--- config.mk ---
export PLATFORM = sky130hd
export DESIGN_NAME = mht_front
export DESIGN_NICKNAME = d
export VERILOG_FILES = /design/src/rtl/mht_pkg.sv /design/src/rtl/mht_front.sv
export SDC_FILE = /design/constraint.sdc
export NUM_CORES = 1
export LEC_CHECK = 0
export ABC_AREA = 1
export ABC_CLOCK_PERIOD_IN_PS = 6150
export BUFFER_PORTS_ARGS = -buffer_cell sky130_fd_sc_hd__buf_4
export CAP_MARGIN = 10
export CORE_MARGIN = 1.5
export CORE_UTILIZATION = 45
export CTS_CLUSTER_DIAMETER = 200
export DETAILED_ROUTE_END_ITERATION = 16
export PLACE_DENSITY = 0.75
export SETUP_SLACK_MARGIN = 0.02
export SLEW_MARGIN = 20
export SYNTH_ARGS = -nofsm -noshare
export SYNTH_HDL_FRONTEND = slang
export SYNTH_SLANG_ARGS = --single-unit
--- constraint.sdc ---
create_clock -name clock -period 6.15 [get_ports clock]
set_clock_uncertainty 0.15 [all_clocks]
set_input_delay 0.615 -clock clock [delete_from_list [all_inputs] [get_ports clock]]
set_output_delay 0.615 -clock clock [all_outputs]
set_load 0.02 [all_outputs]
--- src/rtl/mht_pkg.sv ---
// ---------------------------------------------------------------------------
// MAC address hash table package
// Shared widths, codes and the request and result types.
// ---------------------------------------------------------------------------
package mht_pkg;

   localparam int SLOTS      = 256;
   localparam int SLOT_W     = $clog2(SLOTS);
   localparam int COUNT_W    = $clog2(SLOTS + 1);
   localparam int PROBE_W    = $clog2(SLOTS + 1);
   localparam int MAC_W      = 48;
   localparam int ROLE_W     = 8;
   localparam int TIME_W     = 32;
   localparam int CNT_W      = 32;
   localparam int QUEUE_DEPTH = 2;

   localparam logic [31:0] FNV_BASIS = 32'h811C9DC5;
   localparam logic [31:0] FNV_PRIME = 32'h01000193;
   localparam logic [31:0] LIFETIME_RESET = 32'd300;

   typedef enum logic [2:0] {
      FUNC_INSERT    = 3'd0,
      FUNC_LOOKUP    = 3'd1,
      FUNC_DELETE    = 3'd2,
      FUNC_READ_SLOT = 3'd3,
      FUNC_DEL_SLOT  = 3'd4,
      FUNC_EVICT     = 3'd5,
      FUNC_CLEAR     = 3'd6,
      FUNC_RST_CNT   = 3'd7
   } func_type;

   typedef enum logic [2:0] {
      ST_FOUND    = 3'd0,
      ST_MISSING  = 3'd1,
      ST_INSERTED = 3'd2,
      ST_UPDATED  = 3'd3,
      ST_DELETED  = 3'd4,
      ST_FULL     = 3'd5
   } status_type;

   typedef enum logic [1:0] {
      MARK_EMPTY = 2'd0,
      MARK_USED  = 2'd1,
      MARK_TOMB  = 2'd2
   } mark_type;

   // Classified operation passed from the front end to the back end.
   typedef struct packed {
      func_type             func;
      logic [MAC_W-1:0]     mac;
      logic [SLOT_W-1:0]    home;
      logic [7:0]           slot_index;
      logic [ROLE_W-1:0]    role;
      logic [TIME_W-1:0]    expiry;
   } op_type;

   typedef struct packed {
      status_type           status;
      logic [7:0]           slot;
      logic [MAC_W-1:0]     mac_out;
      logic [ROLE_W-1:0]    role_out;
      logic [TIME_W-1:0]    expiry_out;
      logic [8:0]           removed_count;
      logic [8:0]           active_count;
      logic [CNT_W-1:0]     insert_count;
      logic [CNT_W-1:0]     delete_count;
   } result_type;

endpackage

--- src/rtl/mht_front.sv ---
// ---------------------------------------------------------------------------
// MAC address hash table front end
// Accepts requests, hashes the address one byte a cycle and works out the
// expiry, then pushes the classified operation into the queue.
// ---------------------------------------------------------------------------
module mht_front (
   input  logic                      clock,
   input  logic                      reset,
   input  logic                      in_valid,
   output logic                      in_ready,
   input  logic [2:0]                in_func,
   input  logic [47:0]               in_mac,
   input  logic [7:0]                in_slot_index,
   input  logic [7:0]                in_role,
   input  logic                      in_role_sel,
   input  logic [31:0]               in_duration,
   input  logic                      in_duration_sel,
   input  logic [31:0]               in_now,
   input  logic [31:0]               lifetime,
   output logic                      op_valid,
   input  logic                      op_ready,
   output mht_pkg::op_type           op_data
);

   logic                     busy_ff, busy_in;
   logic [2:0]               byte_ff, byte_in;
   logic [31:0]              hash_ff, hash_in;
   logic [31:0]              mix;
   mht_pkg::op_type          op_ff, op_in;
   logic [7:0]               cur_byte;

   assign in_ready = !busy_ff;
   assign op_valid = busy_ff && (byte_ff == 3'd6);
   assign op_data  = op_ff;

   // Current address byte, most significant first.
   always_comb begin
      unique case (byte_ff)
         3'd0:    cur_byte = op_ff.mac[47:40];
         3'd1:    cur_byte = op_ff.mac[39:32];
         3'd2:    cur_byte = op_ff.mac[31:24];
         3'd3:    cur_byte = op_ff.mac[23:16];
         3'd4:    cur_byte = op_ff.mac[15:8];
         default: cur_byte = op_ff.mac[7:0];
      endcase
      mix = (hash_ff ^ {24'd0, cur_byte}) * mht_pkg::FNV_PRIME;
   end

   // One hash round a cycle; the home slot is the low bits of the hash.
   // The role select only applies to an insert; evict by role always uses the role field.
   always_comb begin
      busy_in = busy_ff;
      byte_in = byte_ff;
      hash_in = hash_ff;
      op_in   = op_ff;
      if (!busy_ff) begin
         if (in_valid) begin
            busy_in           = 1'b1;
            byte_in           = 3'd0;
            hash_in           = mht_pkg::FNV_BASIS;
            op_in.func        = mht_pkg::func_type'(in_func);
            op_in.mac         = in_mac;
            op_in.slot_index  = in_slot_index;
            op_in.role        = (in_role_sel ||
                                 mht_pkg::func_type'(in_func) != mht_pkg::FUNC_INSERT)
                                ? in_role : 8'd0;
            op_in.expiry      = in_now + (in_duration_sel ? in_duration : lifetime);
         end
      end else if (byte_ff != 3'd6) begin
         hash_in = mix;
         byte_in = byte_ff + 3'd1;
         if (byte_ff == 3'd5) begin
            op_in.home = mix[mht_pkg::SLOT_W-1:0];
         end
      end else if (op_ready) begin
         busy_in = 1'b0;
      end
   end

   always_ff @(posedge clock) begin
      if (reset) begin
         busy_ff <= 1'b0;
         byte_ff <= 3'd0;
      end else begin
         busy_ff <= busy_in;
         byte_ff <= byte_in;
      end
      hash_ff <= hash_in;
      op_ff   <= op_in;
   end

endmodule

==> results_dict.tcl <==
set metrics [dict create \
    drtIter0Drc 374 \
    wl_per_cell_um 16.99 \
    synthXorXnorAreaFrac_pct 4.750 \
    cts_max_level 4 \
    synth.ff_latch_count 119 \
    final_common_cell "buf_4" \
    core-area_um2 15200 \
    powerDensity_nw_per_um2 334.8 \
    critPathLaunchType "flop" \
    cp-end-kind "flop" \
    yosys_warnings 0 \
    p_leak_nw 4.562 \
    fin_setup_tns_ns 0 \
    finalHoldViolCount 0 \
    firstDrtPassIters 4 \
    grt_pass1_vias 6142 \
    avgSynthCellArea_um2 10.35 \
    die_w_um 127.8 \
    synth.cell_area_um2 7007 \
    drc 0 \
    syn2layout_area_growth_pct 40.66 \
    path_cells "inv_4, ha_1, a22o_1, a221oi_1, nand3_1, xor2_1, ha_1, ha_1, ha_1, ha_1, ha_1, ha_1, o21ai_0, and2_0, inv_1, nand3_2, nand2_1, nand2_1, nand3_1" \
    max_cap_viol_count 0 \
    gp_congestion 0.8992 \
    cts_resized 0 \
    synth_nets 904 \
    num_rows 45 \
    vdd_drop_max_uv 243.0 \
    vias_per_cell 5.170 \
    async_flop_share_pct 0 \
    clk_latency_ns 0.41 \
    min_period_ns 4.666 \
    postSynthCellCount 677 \
    synth-main-ff-cell "edfxtp_1" \
    drt_wl_total_um 19870 \
    yosysTopAreaCell "edfxtp_1" \
    worstHoldPathType "input port to flop" \
    layout.nets 1194 \
    setup_violations 0 \
    synth_compound_area_share_pct 7.857 \
    ys_top_cells_by_area "edfxtp_1 (49%), ha_1 (10%), nand2_1 (6.7%)" \
    track_usage_pct 24.92 \
    die_h_um 127.8 \
    io_pins 278 \
    num_vias 6044 \
    synthMuxAreaShare_pct 4.964 \
    synthSimpleGateAreaFrac_pct 16.55 \
    clock_sinks 119 \
    fmax_mhz 214.3 \
    synth_cell_types 44 \
    grt_antenna_before_repair 0 \
    synth_top_area_share_pct 49.29 \
    synth_edf_count 115 \
    clockBufferDepth 2 \
    cpPeakStageDelay_ns 0.54 \
    grt_pass1_wl_um 30770 \
    worst_slew_pin_slew_ns 0.8969 \
    crit_top_cell "ha_1" \
    initial_core_util_pct 46.09 \
    slew_headroom_pct 40.07 \
    drv_slew 0 \
    ant_nets 0 \
    ctsHoldBuffers 0 \
    crit_fanout 12 \
    dp_slack_ns 1.510 \
    fin_crit_sh_pct 75.87 \
    numPortBuffers 277 \
    r2r_slack_ns 1.48 \
    rsz0062_at_grt "false" \
    fin_ws_ns 1.484 \
    clk_pin_slew_worst_paths_ns 0.05 \
    crit_required_ns 6.14 \
    status "complete, no violations" \
    critical_path_class "flop to flop" \
    grt_max_degree 52 \
    synthAdderAreaFrac_pct 10.57 \
    post_cts_buffers 0 \
    cts_buffers 17 \
    hpwl_um 16110 \
    gr-total-overflow 0 \
    cp.arrival_ns 4.66 \
    crit_slowest_cell "dfxtp_1" \
    cts_tree "done" \
    layout_common_cells "buf_4 (281), nand2_1 (126), edfxtp_1 (115)" \
    die-area_um2 16330 \
    drive_gt1_share_pct 37.35 \
    root_buffer "clkbuf_16" \
    yosysSeqAreaShare_pct 50.43 \
    synth_top_family_by_area "simple AND/OR/NAND/NOR gates" \
]
-- critical path: cells and delay by family, from the launching register on --
family          cells  cell delay (ns)
buf+inv             2             0.20
fa+ha+maj           7             2.12
compound gates      3             0.60
simple gates        6             0.59
flops               1             0.54
xor+xnor            1             0.20
-- cell families (layout without fill, tap and decap cells) --
family / count (synthesis) / count (layout)
multiplexers: 31 / 31
other: 0 / 1
XOR/XNOR: 38 / 38
AND/OR/NAND/NOR: 257 / 257
adder cells (fa/ha/maj): 58 / 58
flip-flops: 119 / 119
buffers and inverters: 80 / 383
AO/OA/AOI/OAI: 94 / 94
-- state kept, by name (all words and copies together) (netlist names) --
name	flops
byte_ff	3
op_data	107
hash_ff	8
busy_ff	1
-- cell type report --
type                    count  area, µm²
diodes                      1      2.502
clock buffers              19      432.9
clock inverters            13      131.4
fillers                  1260       5346
inverters                  70      265.3
multi-input cells         478       3146
flip-flops and latches    119       3533
well taps                 188      235.2
repair buffers            281       2110
-- where the power goes --
part           switching [mW]  total, mW  internal (mW)
clock                   0.359      0.951          0.592
combinational           0.718       1.26          0.537
sequential             0.0441       1.09           1.05
total                    1.12       3.30           2.18
-- Yosys cell counts (4+ instances only) --
library cell	count
nand2_1	126
edfxtp_1	115
inv_1	69
ha_1	56
nor2_1	45
a21oi_1	42
nand3_1	41
mux2_2	30
xor2_1	25
o21ai_0	22
xnor2_1	13
nand2_2	8
nand4_1	8
nor3_1	8
buf_6	5
nor4_1	5
o21bai_1	5
a31oi_1	4
clkbuf_1	4
dfxtp_1	4
o21a_1	4
-- metal layers --
metal  global-route usage [%]  share of wire [%]  up-vias
met2                    45.83                 53      222
met4                    9.980                2.6        0
met1                    27.08                 38     2827
met3                    6.803                6.5       34
li1                         -                  -     2961
met5                        0                  0        -
-- per-stage QoR --
| stage | cells | total power [mW] | util, % | cell area [µm²] | hold WS (ns) |
|---|---|---|---|---|---|
| after floorplan | 677 | 1.957 | - | 7007 | 0.3126 |
| after global placement | 1136 | 2.316 | 61.06 | 9283 | 0.3365 |
| after detailed placement | 1136 | 2.354 | 61.10 | 9289 | 0.3556 |
| after CTS | 1168 | 3.318 | 64.81 | 9853 | 0.2100 |
| after global routing | 1168 | 3.509 | 64.81 | 9853 | 0.2044 |
| final | 1169 | 3.300 | 64.83 | 9856 | 0.2298 |
-- worst paths after layout --
| path | from | to | cells after the start |
|---|---|---|---|
| max | byte_ff[2] | hash_ff[7] | 19 |
| min | in_mac[36] | op_data[92] | 1 |
| max reg2reg | byte_ff[2] | hash_ff[7] | 19 |
| min reg2reg | byte_ff[0] | byte_ff[0] | 1 |
Power figures use the tool's default switching activity.
