--- config.mk ---
export PLATFORM = sky130hd
export DESIGN_NAME = mht_queue
export DESIGN_NICKNAME = d
export VERILOG_FILES = /design/src/rtl/mht_pkg.sv /design/src/rtl/mht_queue.sv
export SDC_FILE = /design/constraint.sdc
export NUM_CORES = 1
export LEC_CHECK = 0
export ABC_AREA = 1
export ABC_CLOCK_PERIOD_IN_PS = 5280
export BUFFER_PORTS_ARGS = -buffer_cell sky130_fd_sc_hd__buf_2
export CORE_MARGIN = 8
export CORE_UTILIZATION = 47
export CTS_CLUSTER_DIAMETER = 60
export DETAILED_ROUTE_END_ITERATION = 10
export PLACE_DENSITY_LB_ADDON = 0.1
export SLEW_MARGIN = 5
export SYNTH_ARGS = -nofsm -noshare
export SYNTH_HDL_FRONTEND = slang
export SYNTH_SLANG_ARGS = --single-unit
--- constraint.sdc ---
create_clock -name clock -period 5.28 [get_ports clock]
set_clock_uncertainty 0.1 [all_clocks]
set_input_delay 0.528 -clock clock [delete_from_list [all_inputs] [get_ports clock]]
set_output_delay 0.528 -clock clock [all_outputs]
set_load 0.03 [all_outputs]
--- src/rtl/mht_pkg.sv ---
// ---------------------------------------------------------------------------
// MAC address hash table package
// Shared widths, codes and the request and result types.
// ---------------------------------------------------------------------------
package mht_pkg;

   localparam int SLOTS      = 256;
   localparam int SLOT_W     = $clog2(SLOTS);
   localparam int COUNT_W    = $clog2(SLOTS + 1);
   localparam int PROBE_W    = $clog2(SLOTS + 1);
   localparam int MAC_W      = 48;
   localparam int ROLE_W     = 8;
   localparam int TIME_W     = 32;
   localparam int CNT_W      = 32;
   localparam int QUEUE_DEPTH = 2;

   localparam logic [31:0] FNV_BASIS = 32'h811C9DC5;
   localparam logic [31:0] FNV_PRIME = 32'h01000193;
   localparam logic [31:0] LIFETIME_RESET = 32'd300;

   typedef enum logic [2:0] {
      FUNC_INSERT    = 3'd0,
      FUNC_LOOKUP    = 3'd1,
      FUNC_DELETE    = 3'd2,
      FUNC_READ_SLOT = 3'd3,
      FUNC_DEL_SLOT  = 3'd4,
      FUNC_EVICT     = 3'd5,
      FUNC_CLEAR     = 3'd6,
      FUNC_RST_CNT   = 3'd7
   } func_type;

   typedef enum logic [2:0] {
      ST_FOUND    = 3'd0,
      ST_MISSING  = 3'd1,
      ST_INSERTED = 3'd2,
      ST_UPDATED  = 3'd3,
      ST_DELETED  = 3'd4,
      ST_FULL     = 3'd5
   } status_type;

   typedef enum logic [1:0] {
      MARK_EMPTY = 2'd0,
      MARK_USED  = 2'd1,
      MARK_TOMB  = 2'd2
   } mark_type;

   // Classified operation passed from the front end to the back end.
   typedef struct packed {
      func_type             func;
      logic [MAC_W-1:0]     mac;
      logic [SLOT_W-1:0]    home;
      logic [7:0]           slot_index;
      logic [ROLE_W-1:0]    role;
      logic [TIME_W-1:0]    expiry;
   } op_type;

   typedef struct packed {
      status_type           status;
      logic [7:0]           slot;
      logic [MAC_W-1:0]     mac_out;
      logic [ROLE_W-1:0]    role_out;
      logic [TIME_W-1:0]    expiry_out;
      logic [8:0]           removed_count;
      logic [8:0]           active_count;
      logic [CNT_W-1:0]     insert_count;
      logic [CNT_W-1:0]     delete_count;
   } result_type;

endpackage

--- src/rtl/mht_queue.sv ---
// ---------------------------------------------------------------------------
// MAC address hash table operation queue
// Short first-in first-out queue between the front and back ends.
// ---------------------------------------------------------------------------
module mht_queue (
   input  logic              clock,
   input  logic              reset,
   input  logic              wr_valid,
   output logic              wr_ready,
   input  mht_pkg::op_type   wr_data,
   output logic              rd_valid,
   input  logic              rd_ready,
   output mht_pkg::op_type   rd_data
);

   localparam int PTR_W = $clog2(mht_pkg::QUEUE_DEPTH);

   mht_pkg::op_type     entry_ff [mht_pkg::QUEUE_DEPTH];
   logic [PTR_W-1:0]    wp_ff, wp_in, rp_ff, rp_in;
   logic [PTR_W:0]      cnt_ff, cnt_in;
   logic                push, pop;

   assign wr_ready = (cnt_ff != (PTR_W+1)'(mht_pkg::QUEUE_DEPTH));
   assign rd_valid = (cnt_ff != '0);
   assign rd_data  = entry_ff[rp_ff];
   assign push     = wr_valid && wr_ready;
   assign pop      = rd_valid && rd_ready;

   // Pointer and fill bookkeeping.
   always_comb begin
      wp_in  = push ? PTR_W'((32'(wp_ff) + 1) % mht_pkg::QUEUE_DEPTH) : wp_ff;
      rp_in  = pop  ? PTR_W'((32'(rp_ff) + 1) % mht_pkg::QUEUE_DEPTH) : rp_ff;
      cnt_in = cnt_ff + (PTR_W+1)'(push) - (PTR_W+1)'(pop);
   end

   always_ff @(posedge clock) begin
      if (reset) begin
         wp_ff  <= '0;
         rp_ff  <= '0;
         cnt_ff <= '0;
      end else begin
         wp_ff  <= wp_in;
         rp_ff  <= rp_in;
         cnt_ff <= cnt_in;
      end
      if (push) begin
         entry_ff[wp_ff] <= wr_data;
      end
   end

endmodule

==> results.py, run 1 <==
metrics = {
    "pwr": {
        "p_total_w": 0.005233,
        "swShare": 0.3166,
        "intPower_w": 0.003577,
        "leakage_nw": 3.832,
        "combPwrFrac": 0.288,
        "vdd_ir_drop_max_uv": 328.6,
        "switchingPower_w": 0.001657,
        "pwr-share-seq": 0.439,
        "p_per_area_mw_per_mm2": 518.7,
        "clockPowerShare": 0.273,
    },
    "cts": {
        "clk_latency_ns": 0.49,
        "clk_pin_slew_ns": 0.06,
        "htree_levels": 1,
        "root_buffer": "clkbuf_16",
        "cts_hold_buf": 0,
        "cts-resized-gates": 0,
        "cts_tree": "built",
        "cts_buffers": 22,
        "post_cts_buffers": 0,
        "clk_path_buf_depth": 3,
        "clock-sinks": 219,
    },
    "place": {
        "dp_hpwl_microns": 10610,
        "placed_cell_area_sq_mm": 0.009425,
        "portBuffers": 219,
        "gp_congestion": 0.6989,
    },
    "timing": {
        "finalSetupViolations": 0,
        "tightest_slew_ns": 0.8760,
        "layout_min_cycle_time_ns": 3.069,
        "finalSetupTns_ns": 0,
        "hold_viol": 0,
        "fmax_ghz": 0.3258,
        "rsz0062_at_grt": "false",
        "post-route-period-util": 0.5813,
        "max_slew_margin": 0.4146,
        "finalMaxSlewViolations": 0,
    },
    "grt": {
        "antenna_found_initial": 2,
        "grt_usage": 0.1416,
        "grt_pass1_vias": 4479,
        "grt_max_degree": 81,
        "grt-ovfl-total": 0,
        "grt_pass1_wl_microns": 24000,
    },
    "route": {
        "finalWirelength_microns": 15860,
        "drtAntennaViolNets": 0,
        "m1WireLength_microns": 6130,
        "wl_met2_microns": 7637,
        "via_per_inst": 4.873,
        "wl_met3_microns": 1784,
        "dr.max_layer_used": "met5",
        "post_drt_wl_per_cell_microns": 18.77,
        "drc": 0,
        "dr.pass1.iters": 4,
        "drt_iter0_drc": 169,
        "vias": 4118,
    },
    "synthesis": {
        "ys_seq_area_frac": 0.8087,
        "syn_inst": 369,
        "yosys_warnings": 0,
        "syn_area_sq_mm": 0.008070,
        "ys_ff_latch": 219,
        "postSynthNetCount": 481,
        "yosys-top-cells-area": "edfxtp_1, mux2_2, mux2_4, dfxtp_1, buf_6",
        "yosysUniqueCellTypes": 14,
        "synth_area_leader_cell": "edfxtp_1",
        "syn_area_per_cell_sq_um": 21.87,
        "synth_top_area_frac": 0.7963,
    },
    "setup_path": {
        "cp-start-kind": "flop",
        "crit_type": "reg -> out",
        "path_cells": "buf_4, mux2_2, buf_2",
        "crit_family": "buffers and inverters",
        "crit_arrival_ns": 2.44,
        "max_stage_delay_ns": 0.70,
        "critPathRequiredTime_ns": 4.65,
        "critPathBufInv": 2,
        "cp-end-kind": "output port",
        "cp_slowest_cell": "dfxtp_4",
        "critPathMaxFanout": 43,
    },
    "run_status": {
        "status": "complete, no violations",
    },
    "cells_and_area": {
        "stdcell_area_sq_mm": 0.01009,
        "layout-drive-gt1-share": 0.5790,
        "final_nets": 717,
        "n_antenna_cell": 0,
        "layout_common_cells": "buf_2, edfxtp_1, mux2_2",
        "final_common_cell": "buf_2",
        "area_growth_pct": 25.01,
    },
    "die": {
        "ios": 220,
        "design.die.area_sq_mm": 0.02162,
        "initial_core_util": 0.4732,
        "die_w_microns": 147.0,
        "rows": 48,
        "core_area_sq_mm": 0.01706,
        "die_h_microns": 147.0,
    },
    "worst_hold_path": {
        "hold_path_class": "in -> reg",
    },
    "job": {
        "drv_cap": 0,
    },
}
==> final timing paths <==
kind | startpoint | endpoint | slack, ns | cells past startpoint
setup / recovery | flop | rd_data[50] | 2.21 | 3
hold reg to reg | rp_ff | flop | 0.41 | 2
hold / removal | wr_data[63] | entry_ff[0][63] | 0.12 | 1
setup reg to reg | cnt_ff[0] | entry_ff[1][12] | 2.82 | 5
==> registers in the layout, indices dropped and copies added (netlist names), named ones only <==
register	flops
rp_ff	1
entry_ff	214
wp_ff	1
cnt_ff	2
==> logic make-up (layout without fill, tap and decap cells) <==
logic type               count (synthesis)  count (layout)  share of synthesized area
AO/OA/AOI/OAI                            2               2                   0.001240
flip-flops                             219             219                     0.8087
buffers and inverters                   20             271                    0.01504
multiplexers                           107             107                     0.1633
AND/OR/NAND/NOR                         19              19                   0.009146
adder cells (fa/ha/maj)                  1               1                   0.001550
XOR/XNOR                                 1               1                   0.001085
==> routing by layer <==
layer,GRT usage,vias to the layer above
met2,0.2297,163
li1,-,1917
met4,0.04080,4
met3,0.06798,28
met1,0.1647,2006
met5,0,-
==> worst register-to-register path, delay by kind of cell (launching register included) <==
| kind | cells | cell delay, ns |
|---|---|---|
| and+or+nand+nor | 3 | 1.03 |
| buffers and inverters | 2 | 0.53 |
| DFF | 1 | 0.37 |
==> cells in the mapped netlist <==
| cell type | number |
|---|---|
| ha_1 | 1 |
| buf_6 | 5 |
| inv_1 | 8 |
| nand3_1 | 1 |
| nand2_1 | 8 |
| mux2_2 | 77 |
| mux2_4 | 30 |
| nor2_1 | 9 |
| buf_2 | 7 |
| nor3_1 | 1 |
| a21oi_1 | 2 |
| dfxtp_1 | 5 |
| edfxtp_1 | 214 |
| xnor2_1 | 1 |
==> layout make-up <==
type / instances / area [sq um]
inverter: 8 / 30.03
clock inverter: 9 / 61.31
multi-input combinational: 130 / 1438
timing repair buffer: 224 / 1146
clock buffer: 30 / 601.8
sequential: 219 / 6530
fill: 1304 / 6968
tap: 225 / 281.5
==> stage by stage <==
stage / setup slack [ns] / instances / util / hold slack (ns)
after global placement: 2.687 / 806 / 0.5526 / 0.3807
after floorplan: 1.082 / 369 / - / 0.3669
after global routing: 2.077 / 845 / 0.5915 / 0.09815
after detailed placement: 2.675 / 806 / 0.5526 / 0.4117
final: 2.211 / 845 / 0.5915 / 0.1240
after CTS: 2.147 / 845 / 0.5915 / 0.09790
==> power by group through the flow <==
| stage | Clock, W | Sequential (W) | Combinational (W) |
|---|---|---|---|
| after CTS | 0.00147 | 0.00231 | 0.00154 |
| after global placement | 0 | 0.00233 | 0.00152 |
| after floorplan | 0 | 0.00230 | 0.00116 |
| final | 0.00143 | 0.00230 | 0.00151 |
| after global routing | 0.00154 | 0.00233 | 0.00160 |
| after detailed placement | 0 | 0.00234 | 0.00153 |
Note: power is estimated with default switching activity, not from simulation.
==> run 2, diff against run 1 <==
ABC_AREA = 0   (was 1)
ABC_CLOCK_PERIOD_IN_PS = 3000   (was 5280)
CORE_UTILIZATION = 52   (was 47)
clock period = 3 ns   (was 5.28 ns; I/O delays follow)
==> results.py, run 2 <==
metrics = {
    "run_status": {
        "status": "complete, no violations",
    },
    "cts": {
        "cts_buffers": 22,
        "clk_pin_slew_ns": 0.06,
        "clk_path_buf_depth": 3,
        "cts-resized-gates": 0,
        "cts_hold_buf": 108,
        "clock-sinks": 219,
        "htree_levels": 1,
        "post_cts_buffers": 0,
        "root_buffer": "clkbuf_16",
        "clk_latency_ns": 0.48,
        "cts_tree": "built",
    },
    "route": {
        "post_drt_wl_per_cell_microns": 19.16,
        "drtAntennaViolNets": 0,
        "vias": 4578,
        "via_per_inst": 5.025,
        "dr.pass1.iters": 4,
        "drc": 0,
        "drt_iter0_drc": 205,
        "finalWirelength_microns": 17450,
    },
    "cells_and_area": {
        "nFillCells": 934,
        "final_nets": 821,
        "final_common_cell": "buf_2",
        "largest_reg_flops": 214,
        "layout_common_cells": "buf_2, edfxtp_1, dlygate4sd3_1",
        "area_growth_pct": 38.15,
        "reg_top3": "entry_ff: 214 flops, cnt_ff: 2 flops",
        "n_antenna_cell": 0,
        "top_register": "entry_ff",
        "layout-drive-gt1-share": 0.5118,
    },
    "setup_path": {
        "cp-start-kind": "flop",
        "critPathRequiredTime_ns": 2.60,
        "cp_slowest_cell": "buf_4",
        "path_cells": "buf_4, mux2_2, buf_2",
        "crit_type": "reg -> out",
        "critPathMaxFanout": 53,
        "max_stage_delay_ns": 0.57,
        "crit_arrival_ns": 2.06,
        "r2r_slack_ns": 0.96,
        "cp-end-kind": "output port",
    },
    "synthesis": {
        "yosysMostFrequentCell": "edfxtp_1",
        "ys_ff_latch": 219,
        "synth-main-ff-cell": "edfxtp_1",
        "synth_area_leader_cell": "edfxtp_1",
        "synth_top_area_frac": 0.7942,
        "ys_seq_area_frac": 0.8066,
        "synthArstFlopShare": 0,
        "yosys-top-cells-count": "edfxtp_1, mux2_2, mux2_4",
        "syn_inst": 362,
        "yosys-top-cells-area": "edfxtp_1, mux2_2, mux2_4, dfxtp_1, buf_6",
        "yosysUniqueCellTypes": 23,
        "postSynthNetCount": 474,
        "syn_area_per_cell_sq_um": 22.35,
        "syn_area_sq_mm": 0.008092,
        "synth_edf_count": 214,
        "yosys_warnings": 0,
    },
    "grt": {
        "grt_usage": 0.1717,
        "grt_pass1_wl_microns": 27250,
        "grt-ovfl-total": 0,
        "grt_max_degree": 55,
        "grt_pass1_vias": 5161,
        "antenna_found_initial": 0,
    },
    "die": {
        "rows": 45,
        "die_h_microns": 140.7,
        "ios": 220,
        "initial_core_util": 0.5323,
        "design.die.area_sq_mm": 0.01981,
        "core_area_sq_mm": 0.01520,
        "die_w_microns": 140.7,
    },
    "pwr": {
        "p_total_w": 0.008722,
        "intPower_w": 0.006100,
        "vdd_ir_drop_max_uv": 583.0,
        "switchingPower_w": 0.002622,
        "combPwrFrac": 0.273,
        "swShare": 0.3006,
        "pwr-share-seq": 0.436,
        "leakage_nw": 4.297,
        "p_per_area_mw_per_mm2": 780.3,
        "clockPowerShare": 0.290,
    },
    "timing": {
        "finalMaxSlewViolations": 0,
        "tightest_slew_ns": 0.7503,
        "max_slew_margin": 0.4998,
        "fmax_ghz": 0.4071,
        "layout_min_cycle_time_ns": 2.457,
        "rsz0062_at_grt": "false",
        "hold_viol": 0,
        "finalSetupViolations": 0,
        "post-route-period-util": 0.8188,
        "finalSetupTns_ns": 0,
    },
    "place": {
        "dp_hpwl_microns": 11000,
        "gp_congestion": 0.7487,
        "portBuffers": 219,
    },
    "job": {
        "drv_cap": 0,
    },
    "worst_hold_path": {
        "hold_path_class": "in -> reg",
    },
}
## run 2: cell types whose count changed in the layout (fill, tap and decap cells not counted), sizes merged, moves of 2 or more
cell         before  now
dlygate4sd3       0  108
inv               8    0
nand2             8    0
nor2              9    5
buf             224  227
nor2b             0    3
a21bo             0    2
o21ai             0    2
## run 2: logic make-up (layout without fill, tap and decap cells)
| family | Yosys count | after routing | synth area share |
|---|---|---|---|
| XOR/XNOR | 1 | 1 | 0.001083 |
| AND/OR/NAND/NOR | 13 | 13 | 0.008506 |
| AO/OA/AOI/OAI | 7 | 7 | 0.006340 |
| multiplexers | 108 | 108 | 0.1642 |
| buffers and inverters | 13 | 374 | 0.01175 |
| adder cells (fa/ha/maj) | 1 | 1 | 0.001546 |
| flip-flops | 219 | 219 | 0.8066 |
## run 2: final timing paths
check	start	end	cells after the start
worst min-delay path	wr_valid	wp_ff	3
worst min register to register	rp_ff	rp_ff	2
worst max register to register	cnt_ff[0]	entry_ff[1][21]	3
worst max-delay path	flop	rd_data[58]	3
## run 2: metrics by stage
| step | hold slack [ns] | cell area [sq um] | util | setup slack (ns) | cells |
|---|---|---|---|---|---|
| final | 0.1311 | 11180 | 0.7353 | 0.5435 | 911 |
| after CTS | 0.1065 | 11180 | 0.7353 | 0.5267 | 911 |
| after detailed placement | 0.3911 | 9429 | 0.6202 | 0.9768 | 765 |
| after global routing | 0.1419 | 11180 | 0.7353 | 0.4592 | 911 |
| after floorplan | 0.2691 | 8097 | - | 0.01525 | 362 |
| after global placement | 0.3867 | 9429 | 0.6202 | 1.004 | 765 |
## run 2: area by class of cell
| class | count | area, sq um | area share |
|---|---|---|---|
| Clock buffer | 31 | 635.6 | 0.05686 |
| Sequential cell | 219 | 6530 | 0.5842 |
| Multi-Input combinational cell | 130 | 1475 | 0.1320 |
| Inverter | 1 | 7.507 | 0.0006716 |
| Clock inverter | 7 | 32.53 | 0.002910 |
| Timing Repair Buffer | 335 | 2262 | 0.2024 |
| Tap cell | 188 | 235.2 | 0.02104 |
## run 2: worst max-delay path: cells and delay by family, from the launching register on
family / cells / cell delay (ns)
buffers and inverters: 2 / 0.75
multiplexers: 1 / 0.43
flip-flops: 1 / 0.35
## run 2: power by group through the flow
stage	Sequential [W]	Clock, W	Combinational (W)
floorplan	0.00385	0	0.00170
global placement	0.00385	0	0.00227
detailed placement	0.00387	0	0.00229
CTS	0.00381	0.00259	0.00241
global route	0.00383	0.00271	0.00252
finish	0.00381	0.00253	0.00238
## run 2: routing by layer
| layer | vias to the layer above | track usage | wire [microns] |
|---|---|---|---|
| met1 | 2258 | 0.2004 | 6887 |
| met4 | 0 | 0.04242 | 251 |
| met2 | 164 | 0.3017 | 8908 |
| met3 | 24 | 0.05469 | 1406 |
| met5 | - | 0 | 0 |
| li1 | 2132 | - | - |
